File: src/hw/rtl/cawf_pkg.sv
// Shared types and constants for the cpu_alu_with_flags pipeline.
// No dependencies; the decode, arith, flags and top files refer to it by scoped names.
`default_nettype none

package cawf_pkg;

  typedef enum logic [4:0] {
    OP_INC8       = 5'd0,
    OP_DEC8       = 5'd1,
    OP_INC16      = 5'd2,
    OP_DEC16      = 5'd3,
    OP_RLC        = 5'd4,
    OP_RL         = 5'd5,
    OP_RRC        = 5'd6,
    OP_RR         = 5'd7,
    OP_XOR        = 5'd8,
    OP_OR         = 5'd9,
    OP_AND16      = 5'd10,
    OP_CPL        = 5'd11,
    OP_ADD16      = 5'd12,
    OP_ADD8       = 5'd13,
    OP_ADC8       = 5'd14,
    OP_SUB8       = 5'd15,
    OP_SBC8       = 5'd16,
    OP_ADD_OFFSET = 5'd17,
    OP_BOOL16     = 5'd18
  } op_t;

  // Bit positions in the flag byte.
  localparam int FLAG_S = 7;
  localparam int FLAG_Z = 6;
  localparam int FLAG_V = 2;
  localparam int FLAG_C = 0;

  localparam int IN_W  = 48;

  // Decoded request: adder operands chosen per operation.
  typedef struct packed {
    op_t         op;
    logic [15:0] a;
    logic [15:0] b;
    logic [7:0]  f;
    logic [7:0]  y8;
    logic        c8;
    logic [15:0] y16;
    logic        c16;
  } dec_t;

  // Executed request: raw sums, logic result and carries.
  typedef struct packed {
    op_t         op;
    logic [15:0] a;
    logic [7:0]  f;
    logic [8:0]  sum8;
    logic        v8;
    logic [15:0] sum16;
    logic        c16;
    logic [15:0] lres;
    logic        lc;
  } ex_t;

  // Final result; flags sit above the result word as on the bus.
  typedef struct packed {
    logic [7:0]  flags;
    logic [15:0] result;
  } res_t;

endpackage

`default_nettype wire

File: src/hw/rtl/cawf_decode.sv
// Stage one: captures a request and selects the adder operands per operation.
// Depends on cawf_pkg.
`default_nettype none

module cawf_decode (
  input  wire logic                      clk,
  input  wire logic                      rst,
  input  wire logic                      in_valid,
  output logic                           in_ready,
  input  wire logic [cawf_pkg::IN_W-1:0] in_data,
  output logic                           out_valid,
  input  wire logic                      out_ready,
  output cawf_pkg::dec_t                 out_data
);

  cawf_pkg::dec_t d_next;
  logic           valid;

  always_comb begin
    d_next     = '0;
    d_next.op  = cawf_pkg::op_t'(in_data[4:0]);
    d_next.a   = in_data[20:5];
    d_next.b   = in_data[36:21];
    d_next.f   = in_data[44:37];
    case (d_next.op)
      cawf_pkg::OP_INC8: begin
        d_next.c8 = 1'b1;
      end
      cawf_pkg::OP_DEC8: begin
        d_next.y8 = 8'hff;
      end
      cawf_pkg::OP_ADD8: begin
        d_next.y8 = d_next.b[7:0];
      end
      cawf_pkg::OP_ADC8: begin
        d_next.y8 = d_next.b[7:0];
        d_next.c8 = d_next.f[cawf_pkg::FLAG_C];
      end
      cawf_pkg::OP_SUB8: begin
        d_next.y8 = ~d_next.b[7:0];
        d_next.c8 = 1'b1;
      end
      cawf_pkg::OP_SBC8: begin
        // a - b - c is a + ~b + !c; carry out means no borrow.
        d_next.y8 = ~d_next.b[7:0];
        d_next.c8 = ~d_next.f[cawf_pkg::FLAG_C];
      end
      cawf_pkg::OP_INC16: begin
        d_next.c16 = 1'b1;
      end
      cawf_pkg::OP_DEC16: begin
        d_next.y16 = 16'hffff;
      end
      cawf_pkg::OP_ADD16: begin
        d_next.y16 = d_next.b;
      end
      cawf_pkg::OP_ADD_OFFSET: begin
        d_next.y16 = {{8{d_next.b[7]}}, d_next.b[7:0]};
      end
      default: begin
      end
    endcase
  end

  assign in_ready  = !valid || out_ready;
  assign out_valid = valid;

  always_ff @(posedge clk) begin
    if (rst) begin
      valid <= 1'b0;
    end else if (in_ready) begin
      valid <= in_valid;
    end
    if (in_ready && in_valid) begin
      out_data <= d_next;
    end
  end

endmodule

`default_nettype wire

File: src/hw/rtl/cawf_arith.sv
// Stage two: 8-bit and 16-bit adders, rotates and bitwise logic.
// Depends on cawf_pkg.
`default_nettype none

module cawf_arith (
  input  wire logic     clk,
  input  wire logic     rst,
  input  wire logic     in_valid,
  output logic          in_ready,
  input  wire cawf_pkg::dec_t in_data,
  output logic          out_valid,
  input  wire logic     out_ready,
  output cawf_pkg::ex_t  out_data
);

  cawf_pkg::ex_t e_next;
  logic [16:0]   sum16;
  logic          cin;
  logic          valid;

  always_comb begin
    cin         = in_data.f[cawf_pkg::FLAG_C];
    e_next      = '0;
    e_next.op   = in_data.op;
    e_next.a    = in_data.a;
    e_next.f    = in_data.f;
    e_next.sum8 = {1'b0, in_data.a[7:0]} + {1'b0, in_data.y8} + {8'h00, in_data.c8};
    // Signed overflow: both addends share a sign that the sum does not.
    e_next.v8   = (in_data.a[7] == in_data.y8[7]) && (e_next.sum8[7] != in_data.a[7]);
    sum16       = {1'b0, in_data.a} + {1'b0, in_data.y16} + {16'h0000, in_data.c16};
    e_next.sum16 = sum16[15:0];
    // With a negative offset the sum is out of range exactly when no carry occurs.
    e_next.c16  = sum16[16] ^ ((in_data.op == cawf_pkg::OP_ADD_OFFSET) && in_data.b[7]);
    e_next.lc   = ((in_data.op == cawf_pkg::OP_RLC) || (in_data.op == cawf_pkg::OP_RL)) ?
                  in_data.a[7] : in_data.a[0];
    case (in_data.op)
      cawf_pkg::OP_RLC:    e_next.lres = {8'h00, in_data.a[6:0], in_data.a[7]};
      cawf_pkg::OP_RL:     e_next.lres = {8'h00, in_data.a[6:0], cin};
      cawf_pkg::OP_RRC:    e_next.lres = {8'h00, in_data.a[0], in_data.a[7:1]};
      cawf_pkg::OP_RR:     e_next.lres = {8'h00, cin, in_data.a[7:1]};
      cawf_pkg::OP_XOR:    e_next.lres = {8'h00, in_data.a[7:0] ^ in_data.b[7:0]};
      cawf_pkg::OP_OR:     e_next.lres = {8'h00, in_data.a[7:0] | in_data.b[7:0]};
      cawf_pkg::OP_AND16:  e_next.lres = in_data.a & in_data.b;
      cawf_pkg::OP_CPL:    e_next.lres = {8'h00, ~in_data.a[7:0]};
      cawf_pkg::OP_BOOL16: e_next.lres = {15'h0000, |in_data.a};
      default:             e_next.lres = in_data.a;
    endcase
  end

  assign in_ready  = !valid || out_ready;
  assign out_valid = valid;

  always_ff @(posedge clk) begin
    if (rst) begin
      valid <= 1'b0;
    end else if (in_ready) begin
      valid <= in_valid;
    end
    if (in_ready && in_valid) begin
      out_data <= e_next;
    end
  end

endmodule

`default_nettype wire

File: src/hw/rtl/cawf_flags.sv
// Stage three: picks the result word and builds the new flag byte.
// Depends on cawf_pkg; its register is the block's output register.
`default_nettype none

module cawf_flags (
  input  wire logic     clk,
  input  wire logic     rst,
  input  wire logic     in_valid,
  output logic          in_ready,
  input  wire cawf_pkg::ex_t in_data,
  output logic          out_valid,
  input  wire logic     out_ready,
  output cawf_pkg::res_t out_data
);

  cawf_pkg::res_t r_next;
  logic [7:0]     r8;
  logic           valid;

  always_comb begin
    r_next.result = in_data.a;
    r_next.flags  = in_data.f;
    r8            = in_data.sum8[7:0];
    case (in_data.op)
      cawf_pkg::OP_INC8, cawf_pkg::OP_DEC8, cawf_pkg::OP_ADD8, cawf_pkg::OP_ADC8,
      cawf_pkg::OP_SUB8, cawf_pkg::OP_SBC8: begin
        r_next.result                = {8'h00, r8};
        r_next.flags[cawf_pkg::FLAG_S] = r8[7];
        r_next.flags[cawf_pkg::FLAG_Z] = (r8 == 8'h00);
        r_next.flags[cawf_pkg::FLAG_V] = in_data.v8;
        if ((in_data.op == cawf_pkg::OP_ADD8) || (in_data.op == cawf_pkg::OP_ADC8)) begin
          r_next.flags[cawf_pkg::FLAG_C] = in_data.sum8[8];
        end else if ((in_data.op == cawf_pkg::OP_SUB8) ||
                     (in_data.op == cawf_pkg::OP_SBC8)) begin
          r_next.flags[cawf_pkg::FLAG_C] = ~in_data.sum8[8];
        end
      end
      cawf_pkg::OP_INC16, cawf_pkg::OP_DEC16: begin
        r_next.result = in_data.sum16;
      end
      cawf_pkg::OP_ADD16, cawf_pkg::OP_ADD_OFFSET: begin
        r_next.result                = in_data.sum16;
        r_next.flags[cawf_pkg::FLAG_C] = in_data.c16;
      end
      cawf_pkg::OP_RLC, cawf_pkg::OP_RL, cawf_pkg::OP_RRC, cawf_pkg::OP_RR: begin
        r_next.result                = in_data.lres;
        r_next.flags[cawf_pkg::FLAG_C] = in_data.lc;
      end
      cawf_pkg::OP_XOR, cawf_pkg::OP_OR: begin
        r_next.result                = in_data.lres;
        r_next.flags[cawf_pkg::FLAG_S] = in_data.lres[7];
        r_next.flags[cawf_pkg::FLAG_Z] = (in_data.lres[7:0] == 8'h00);
        r_next.flags[cawf_pkg::FLAG_V] = |in_data.lres[7:4];
        r_next.flags[cawf_pkg::FLAG_C] = 1'b0;
      end
      cawf_pkg::OP_AND16: begin
        r_next.result                = in_data.lres;
        r_next.flags[cawf_pkg::FLAG_S] = in_data.lres[15];
        r_next.flags[cawf_pkg::FLAG_Z] = (in_data.lres == 16'h0000);
        r_next.flags[cawf_pkg::FLAG_V] = 1'b0;
        r_next.flags[cawf_pkg::FLAG_C] = 1'b0;
      end
      cawf_pkg::OP_CPL: begin
        r_next.result = in_data.lres;
      end
      cawf_pkg::OP_BOOL16: begin
        r_next.result                = in_data.lres;
        r_next.flags[cawf_pkg::FLAG_S] = 1'b0;
        r_next.flags[cawf_pkg::FLAG_Z] = ~in_data.lres[0];
        r_next.flags[cawf_pkg::FLAG_V] = 1'b0;
        r_next.flags[cawf_pkg::FLAG_C] = 1'b0;
      end
      default: begin
      end
    endcase
  end

  assign in_ready  = !valid || out_ready;
  assign out_valid = valid;

  always_ff @(posedge clk) begin
    if (rst) begin
      valid <= 1'b0;
    end else if (in_ready) begin
      valid <= in_valid;
    end
    if (in_ready && in_valid) begin
      out_data <= r_next;
    end
  end

endmodule

`default_nettype wire

File: src/hw/rtl/cpu_alu_with_flags_top.sv
// 8/16-bit CPU ALU with flags, built as a three-stage pipeline. A request
// carries an operation code, two 16-bit operands and the current flag byte
// (S bit 7, Z bit 6, L/V bit 2, C bit 0); each request yields exactly one
// result: a 16-bit word and the updated flag byte, with flag bits that the
// operation does not touch passed through. Unused operation codes return
// operand_a and the incoming flags unchanged. The block takes one request
// per clock while the output is not stalled. A request accepted at a clock
// edge passes its three register stages in order (operand decode, the 8-bit
// and 16-bit adders with the logic unit, and the result and flag select that
// ends in the output register) before its result shows on the master side.
// The result stays on the master side until taken; tready back-pressure
// stalls each stage only when it is full, so bubbles fill up while the
// consumer waits. s_tready depends on m_tready through the stage ready
// chain. There is no state between requests, and reset only clears the
// valid bits of the stages.
// Depends on cawf_pkg, cawf_decode, cawf_arith and cawf_flags.
`default_nettype none

module cpu_alu_with_flags_top (
  input  wire logic        clk,
  input  wire logic        rst,
  input  wire logic        s_tvalid,
  output logic             s_tready,
  // op [4:0], operand_a [20:5], operand_b [36:21], flags_in [44:37], zeros above
  input  wire logic [47:0] s_tdata,
  output logic             m_tvalid,
  input  wire logic        m_tready,
  // result [15:0], flags_out [23:16]
  output logic [23:0]      m_tdata
);

  cawf_pkg::dec_t dec_data;
  cawf_pkg::ex_t  ex_data;
  cawf_pkg::res_t res_data;
  logic           dec_valid;
  logic           dec_ready;
  logic           ex_valid;
  logic           ex_ready;

  // Stage one: request register and operand select.
  cawf_decode u_decode (
    .clk       (clk),
    .rst       (rst),
    .in_valid  (s_tvalid),
    .in_ready  (s_tready),
    .in_data   (s_tdata),
    .out_valid (dec_valid),
    .out_ready (dec_ready),
    .out_data  (dec_data)
  );

  // Stage two: adders and logic unit.
  cawf_arith u_arith (
    .clk       (clk),
    .rst       (rst),
    .in_valid  (dec_valid),
    .in_ready  (dec_ready),
    .in_data   (dec_data),
    .out_valid (ex_valid),
    .out_ready (ex_ready),
    .out_data  (ex_data)
  );

  // Stage three: result select and flag byte, registered at the output.
  cawf_flags u_flags (
    .clk       (clk),
    .rst       (rst),
    .in_valid  (ex_valid),
    .in_ready  (ex_ready),
    .in_data   (ex_data),
    .out_valid (m_tvalid),
    .out_ready (m_tready),
    .out_data  (res_data)
  );

  assign m_tdata = res_data;

endmodule

`default_nettype wire

File: config.mk
export PLATFORM = sky130hd
export DESIGN_NAME = cpu_alu_with_flags_top
export DESIGN_NICKNAME = d
export VERILOG_FILES = /design/src/hw/rtl/cawf_pkg.sv /design/src/hw/rtl/cawf_decode.sv /design/src/hw/rtl/cawf_arith.sv /design/src/hw/rtl/cawf_flags.sv /design/src/hw/rtl/cpu_alu_with_flags_top.sv
export SDC_FILE = /design/constraint.sdc
export NUM_CORES = 1
export LEC_CHECK = 0
export BUFFER_PORTS_ARGS = -buffer_cell sky130_fd_sc_hd__buf_2
export CAP_MARGIN = 0
export CELL_PAD_IN_SITES_DETAIL_PLACEMENT = 0
export CELL_PAD_IN_SITES_GLOBAL_PLACEMENT = 1
export CORE_MARGIN = 2
export CORE_UTILIZATION = 49
export DETAILED_ROUTE_END_ITERATION = 10
export PLACE_DENSITY = 0.77
export SYNTH_ARGS = -nofsm -noshare
export SYNTH_HDL_FRONTEND = slang
export SYNTH_SLANG_ARGS = --single-unit
File: constraint.sdc
create_clock -name clk -period 9 [get_ports clk]
set_input_delay 0.9 -clock clk [delete_from_list [all_inputs] [get_ports clk]]
set_output_delay 0.9 -clock clk [all_outputs]
set_load 0.01 [all_outputs]
==> key figures, run 1 <==
Status
  – Status: completed

Timing
  – Crit path time final: 3.06 ns
  – Final TNS setup: 0 ns
  – WHS: 0.424 ns
  – Layout Skew: 0.0128 ns
  – Final hold violation count: 0
  – Max-slew violations: 0
  – Final period util: 34.0%
  – Rel. slew slack: 25.4%
  – Slew @ Worst Pin: 1.11 ns
  – RSZ-0062 raised after global routing: false
  – Final setup viols: 0
  – Max Freq: 0.327 GHz
  – Post-route setup slack: 5.94 ns

Critical path
  – Crit-path cells: fa_1 > inv_1 > fa_1 > nor2b_1 > o2111ai_1 > a31oi_1 > o211a_1 > o31ai_1 > xor2_1
  – CP dominant cell by count: fa_1
  – Max stage delay on crit path: 0.60 ns
  – Slowest CP cell: edfxtp_1
  – Critical path peak fanout: 8
  – Worst setup SP type: flop
  – Critical Path AT: 3.21 ns
  – Kind of critical path: reg -> reg
  – Crit end category: flop
  – CP required: 9.15 ns

Die
  – IO Count: 78
  – FP Rows: 48
  – Die X: 135 um
  – Core Footprint: 17,100 um2
  – Initial core utilization: 49.5%
  – DIE HEIGHT: 135 um
  – Die Area: 18,300 um2

Logic synthesis
  – Asr flop ratio synth: 0%
  – Yosys cell types: 67
  – Synth Flop Type: edfxtp_1
  – Seq cells post-synth: 171
  – Synthesized Nets: 772
  – Most common cell in the netlist: edfxtp_1
  – Post-synth EDFFs: 168
  – YS warnings: 0
  – Syn Std Cell Area: 8450 um2
  – Main area contributors after synthesis: edfxtp_1, ha_1, a21oi_1
  – Post-synth top area share: 59.7%
  – Post-Syn Instances: 678
  – Synth cell count leaders: edfxtp_1, a21oi_1, nor2_1
  – Post-synthesis sequential area ratio: 60.4%
  – Yosys top cell by area: edfxtp_1
  – Syn Area/Cell: 12.5 um2

Place
  – Port Buffers: 74
  – Placed cell area: 9030 um2
  – Dpl hpwl: 13.0 mm
  – Worst slack at placement: 5.99 ns
  – GP Congestion: 0.850
  – Placed cells: 953

Route
  – Vias per cell: 5.67
  – Drt pass-1 iters: 6
  – Routed vias: 5,581
  – DRC violation count after routing: 0
  – 1st-iter DRT viols: 540
  – Routed WL: 18.1 mm
  – Final ANT Viol Nets: 0
  – Routed length per instance: 18.4 um

Power and ir drop
  – Switching share of power: 27.9%
  – Combinational power share: 13.1%
  – Peak supply drop: 0.139 mV
  – Clock network fraction of design power: 36.7%
  – Cell-internal power: 1.44 mW
  – Sequential Power Share: 50.2%
  – Power density over the cells: 207 nW/um2
  – Lkg Pwr: 3.66 nW
  – Net switching power: 0.556 mW
  – Post-layout power: 2.00 mW

Clock network
  – Inserted Clock Buffers: 17
  – CTS tree: built
  – Worst-path clk slew: 0.08 ns
  – H-tree Lvls: 4
  – Post CTS Setup Buffer Count: 0
  – Root Driver: clkbuf_16
  – Post-CTS Resized: 0
  – Clk sinks: 171
  – Clk_lat worst skew: 0.44 ns
  – Hold buffer count at cts: 0
  – Max Root-Sink Buffers: 2

Global route
  – Initial antenna violation count: 0
  – Vias in the first global route: 5,343
  – Global Route Usage Sum: 20.8%
  – Pin count of the biggest net entering global routing: 74
  – Global-route wire length before repair: 28.9 mm
  – Global route overflow: 0

Min path
  – Worst Hold Class: reg -> reg

Cells and area
  – Nets@finish: 841
  – # diodes: 0
  – Syn-to-layout area delta: 14.2%
  – Final core occ: 56.5%
  – Final non-filler cell total: 985
  – Cell area after layout: 9640 um2
  – Share of layout cells above drive strength 1: 17.9%

Flow run
  – Max Cap Viol: 0
-- state kept, by name, summed over array words and instances, names as in the netlist --
name / count
u_flags.out_data: 24
u_flags.out_valid: 1
u_arith.out_data: 73
u_arith.out_valid: 1
u_decode.out_valid: 1
u_decode.out_data: 71
-- critical path, delay by kind of cell, from the launching register on --
family	cells	cell delay, ns
simple gates	1	0.07
compound gates	4	1.17
flops	1	0.60
xor+xnor	1	0.16
buf+inv	1	0.09
fa+ha+maj	2	0.70
-- power groups by stage --
stage	Clock, mW	Sequential, mW	Combinational (mW)
after global routing	0.780	1.01	0.293
after CTS	0.748	1.00	0.261
after detailed placement	0	1.02	0.259
after global placement	0	1.02	0.253
final	0.733	1.00	0.261
after floorplan	0	0.998	0.195
-- path summary, 6_finish.rpt --
kind,startpoint,endpoint,slack (ns),cells after the start
max reg2reg,u_decode.out_data[50],u_arith.out_data[17],5.94,9
max,u_decode.out_data[50],u_arith.out_data[17],5.94,9
min,u_decode.out_data[30],u_arith.out_data[48],0.42,0
min reg2reg,u_decode.out_data[30],u_arith.out_data[48],0.42,0
-- area by class of cell --
cell class	count	area, um2
Timing Repair Buffer	78	400
Multi-Input combinational cell	434	3070
Inverter	45	169
Sequential cell	171	5100
Clock buffer	17	425
Clock inverter	15	191
Fill cell	1439	7410
Tap cell	225	282
-- per-layer routing --
layer | part of all wire, % | GRT usage [%] | up-vias
li1 | - | - | 2726
met1 | 48 | 30.7 | 2629
met2 | 44 | 30.6 | 197
met3 | 5.6 | 3.82 | 29
met4 | 2.4 | 8.62 | 0
met5 | 0 | 0 | -
-- placed cells by master (no fill, tap or decap), types with 6 or more instances in the layout --
master       n
inv_1       45
mux2i_1     14
a21boi_0     8
a222oi_1    16
o21ai_0     17
edfxtp_1   168
nand3_1     11
nor3_1      12
clkbuf_16   17
xor2_1       6
a21oi_2      8
a21o_1      11
o21a_1      10
nor2_1      56
o22ai_1     25
xnor2_1     16
nor2b_1      6
ha_1        38
clkinv_8     7
o22a_1       9
a21oi_1     56
nand2_1     35
buf_2       74
nor4_1      11
-- logic make-up after synthesis --
kind of cell	synth area share, %
xor+xnor	2.28
buf+inv	3.55
mux	2.06
flops	60.4
fa+ha+maj	6.58
compound gates	16.0
simple gates	9.12
(Power assumes the default switching activity.)
==> inputs of run 2 (changes only) <==
--- a/config.mk
+++ b/config.mk
@@ -10,9 +10,9 @@
 export CELL_PAD_IN_SITES_DETAIL_PLACEMENT = 0
 export CELL_PAD_IN_SITES_GLOBAL_PLACEMENT = 1
 export CORE_MARGIN = 2
-export CORE_UTILIZATION = 49
+export CORE_UTILIZATION = 44
 export DETAILED_ROUTE_END_ITERATION = 10
-export PLACE_DENSITY = 0.77
+export PLACE_DENSITY = 0.73
 export SYNTH_ARGS = -nofsm -noshare
 export SYNTH_HDL_FRONTEND = slang
 export SYNTH_SLANG_ARGS = --single-unit
==> constraint.sdc (replaced) <==
create_clock -name clk -period 2.8 [get_ports clk]
set_input_delay 0.28 -clock clk [delete_from_list [all_inputs] [get_ports clk]]
set_output_delay 0.28 -clock clk [all_outputs]
set_load 0.01 [all_outputs]
==> run 2 against run 1 <==
  * Routed wire length up 5.6%
  * Sequential share of layout area shrank 1.0 points
  * Setup slack got worse by 5.8 ns
  * Non-clock buffer count rose by 22
  * Clock power rose to 3.2 times the previous value
  * Final cell count rose by 3.1%
  * Sequential cell count unchanged
  * Register-to-register slack worse by 5.8 ns
  * Design area rose by 2.0%
  * Critical endpoint is now u_arith.out_data[32]
  * Largest power group unchanged
==> key figures, run 2 (synthesis results as in run 1) <==
Status
  – Status: completed

Cells and area
  – Nets@finish: 863 (+2.6%)
  – Syn-to-layout area delta: 16.4%
  – Final non-filler cell total: 1,016 (+3.1%)
  – Commonest cells after routing, fill and taps aside: edfxtp_1, buf_2, nor2_1, a21oi_1, inv_1
  – Most common cell after layout, fill and taps aside: edfxtp_1
  – Cell area after layout: 9830 um2 (+2.0%)
  – Max FFs per register: 73 (unchanged)
  – Largest regs: u_arith.out_data x73, u_decode.out_data x71, u_flags.out_data x24
  – Share of layout cells above drive strength 1: 19.8% (+1.9 points)
  – Largest Register: u_arith.out_data
  – # diodes: 0 (unchanged)

Global route
  – Global route overflow: 0 (unchanged)
  – Pin count of the biggest net entering global routing: 66 (-11%)
  – Vias in the first global route: 5,516 (+3.2%)
  – Global-route wire length before repair: 30.3 mm (+4.7%)
  – Initial antenna violation count: 0 (unchanged)
  – Global Route Usage Sum: 19.7% (-1.2 points)

Timing
  – Rel. slew slack: 52.6% (+27 points)
  – Crit path time final: 2.62 ns (-0.439 ns)
  – Max Freq: 0.382 GHz (+17%)
  – RSZ-0062 raised after global routing: false
  – Final period util: 93.5% (+60 points)
  – Slew @ Worst Pin: 0.712 ns (-0.402 ns)
  – Max-slew violations: 0 (unchanged)
  – Layout Skew: 0.00693 ns (-0.00587 ns)
  – Final setup viols: 0 (unchanged)
  – Final TNS setup: 0 ns (unchanged)
  – Final hold violation count: 0 (unchanged)

Critical path
  – Kind of critical path: reg -> reg
  – WP buf/inv: 1 (unchanged)
  – Max stage delay on crit path: 0.48 ns (-0.12 ns)
  – CP dominant cell by count: fa_1
  – CP required: 2.97 ns (-6.18 ns)
  – Crit end category: flop
  – Crit-path cells: fa_1 > inv_1 > fa_1 > nor2b_1 > o2111ai_1 > a31oi_1 > o211a_1 > o41ai_1 > xnor2_1
  – Family with the most delay on the worst path: compound AO/OA/AOI/OAI gates
  – Critical Path AT: 2.79 ns (-0.42 ns)
  – Slowest CP cell: fa_1
  – Worst setup SP type: flop
  – Critical path peak fanout: 3 (-5)

Die
  – DIE HEIGHT: 143 um (+5.4%)
  – Die Area: 20,300 um2 (+11%)
  – Initial core utilization: 45.0% (-4.5 points)
  – FP Rows: 50 (+4.2%)
  – Die X: 143 um (+5.4%)
  – Core Footprint: 18,800 um2 (+10%)
  – IO Count: 78 (unchanged)

Place
  – Placed cell area: 9230 um2 (+2.3%)
  – Dpl hpwl: 14.3 mm (+9.6%)
  – Port Buffers: 74 (unchanged)
  – Placed cells: 983 (+3.1%)
  – GP Congestion: 0.896 (+5.5%)

Route
  – DRC violation count after routing: 0 (unchanged)
  – Vias per cell: 5.69 (+0.35%)
  – Routed WL: 19.1 mm (+5.6%)
  – Drt pass-1 iters: 5 (-1)
  – Routed vias: 5,777 (+3.5%)
  – Final ANT Viol Nets: 0 (unchanged)
  – Routed length per instance: 18.8 um (+2.4%)
  – 1st-iter DRT viols: 424 (-21%)

Min path
  – Worst Hold Class: in -> reg

Clock network
  – Worst-path clk slew: 0.07 ns (about the same)
  – CTS tree: built
  – Post CTS Setup Buffer Count: 0 (unchanged)
  – Max Root-Sink Buffers: 2 (unchanged)
  – H-tree Lvls: 4 (unchanged)
  – Clk sinks: 171 (unchanged)
  – Root Driver: clkbuf_16
  – Clk_lat worst skew: 0.43 ns (about the same)
  – Inserted Clock Buffers: 17 (unchanged)

Power and ir drop
  – Power density over the cells: 655 nW/um2 (+220%)
  – Peak supply drop: 0.473 mV (+240%)
  – Lkg Pwr: 3.77 nW (+2.9%)

Flow run
  – Max Cap Viol: 0 (unchanged)
## run 2: changes by cell type in the layout (fill, tap and decap cells not counted), moves of 2 or more
cell,previous run,this run
buf_12,0,3
buf_4,4,22
bufinv_16,0,2
clkinv_1,0,2
clkinv_2,0,2
clkinv_8,7,1
clkinvlp_4,0,2
## run 2: path summary, 6_finish.rpt
path / from / to / cells past startpoint / slack, ns
worst max-delay path: u_decode.out_data[0] / u_arith.out_data[32] / 9 / 0.18
worst min-delay path: s_tdata[16] / u_decode.out_data[61] / 1 / 0.02
worst max register to register: u_decode.out_data[0] / u_arith.out_data[32] / 9 / 0.18
worst min register to register: u_arith.out_data[48] / u_flags.out_data[20] / 0 / 0.42
## run 2: repair_timing
action | 4_1_cts | 5_1_grt
resized for setup | 0 | 0
endpoints found under the setup margin | 0 | 0
hold endpoints to repair | 1 | 0
hold buffers | 1 | 0
## run 2: layout make-up
| class | count | area, um2 |
|---|---|---|
| clock buffer | 17 | 425 |
| clock inverter | 15 | 166 |
| fill | 1595 | 8930 |
| inverter | 45 | 169 |
| multi-input combinational | 434 | 3070 |
| sequential | 171 | 5100 |
| tap | 234 | 293 |
| timing repair buffer | 100 | 606 |
## run 2: power breakdown
part / switching [mW] / internal, mW / total [mW]
clock network: 1.01 / 1.33 / 2.34
logic: 0.535 / 0.380 / 0.915
registers: 0.124 / 3.06 / 3.18
## run 2: through the flow
stage	utilization, %	worst slack [ns]	hold WS (ns)	power [mW]
detailed placement	49.2	0.194	0.405	4.15
CTS	52.4	0.192	0.0000476	6.49
global route	52.4	0.0193	0.00477	6.73
floorplan	-	0.361	0.349	3.82
finish	52.4	0.182	0.0184	6.44
global placement	49.2	0.230	0.402	4.12
## run 2: metal layers
| metal | track usage, % | part of all wire (%) |
|---|---|---|
| met1 | 28.4 | 48 |
| met2 | 29.4 | 45 |
| met3 | 3.97 | 5.9 |
| met4 | 7.50 | 2.0 |
| met5 | 0 | 0 |
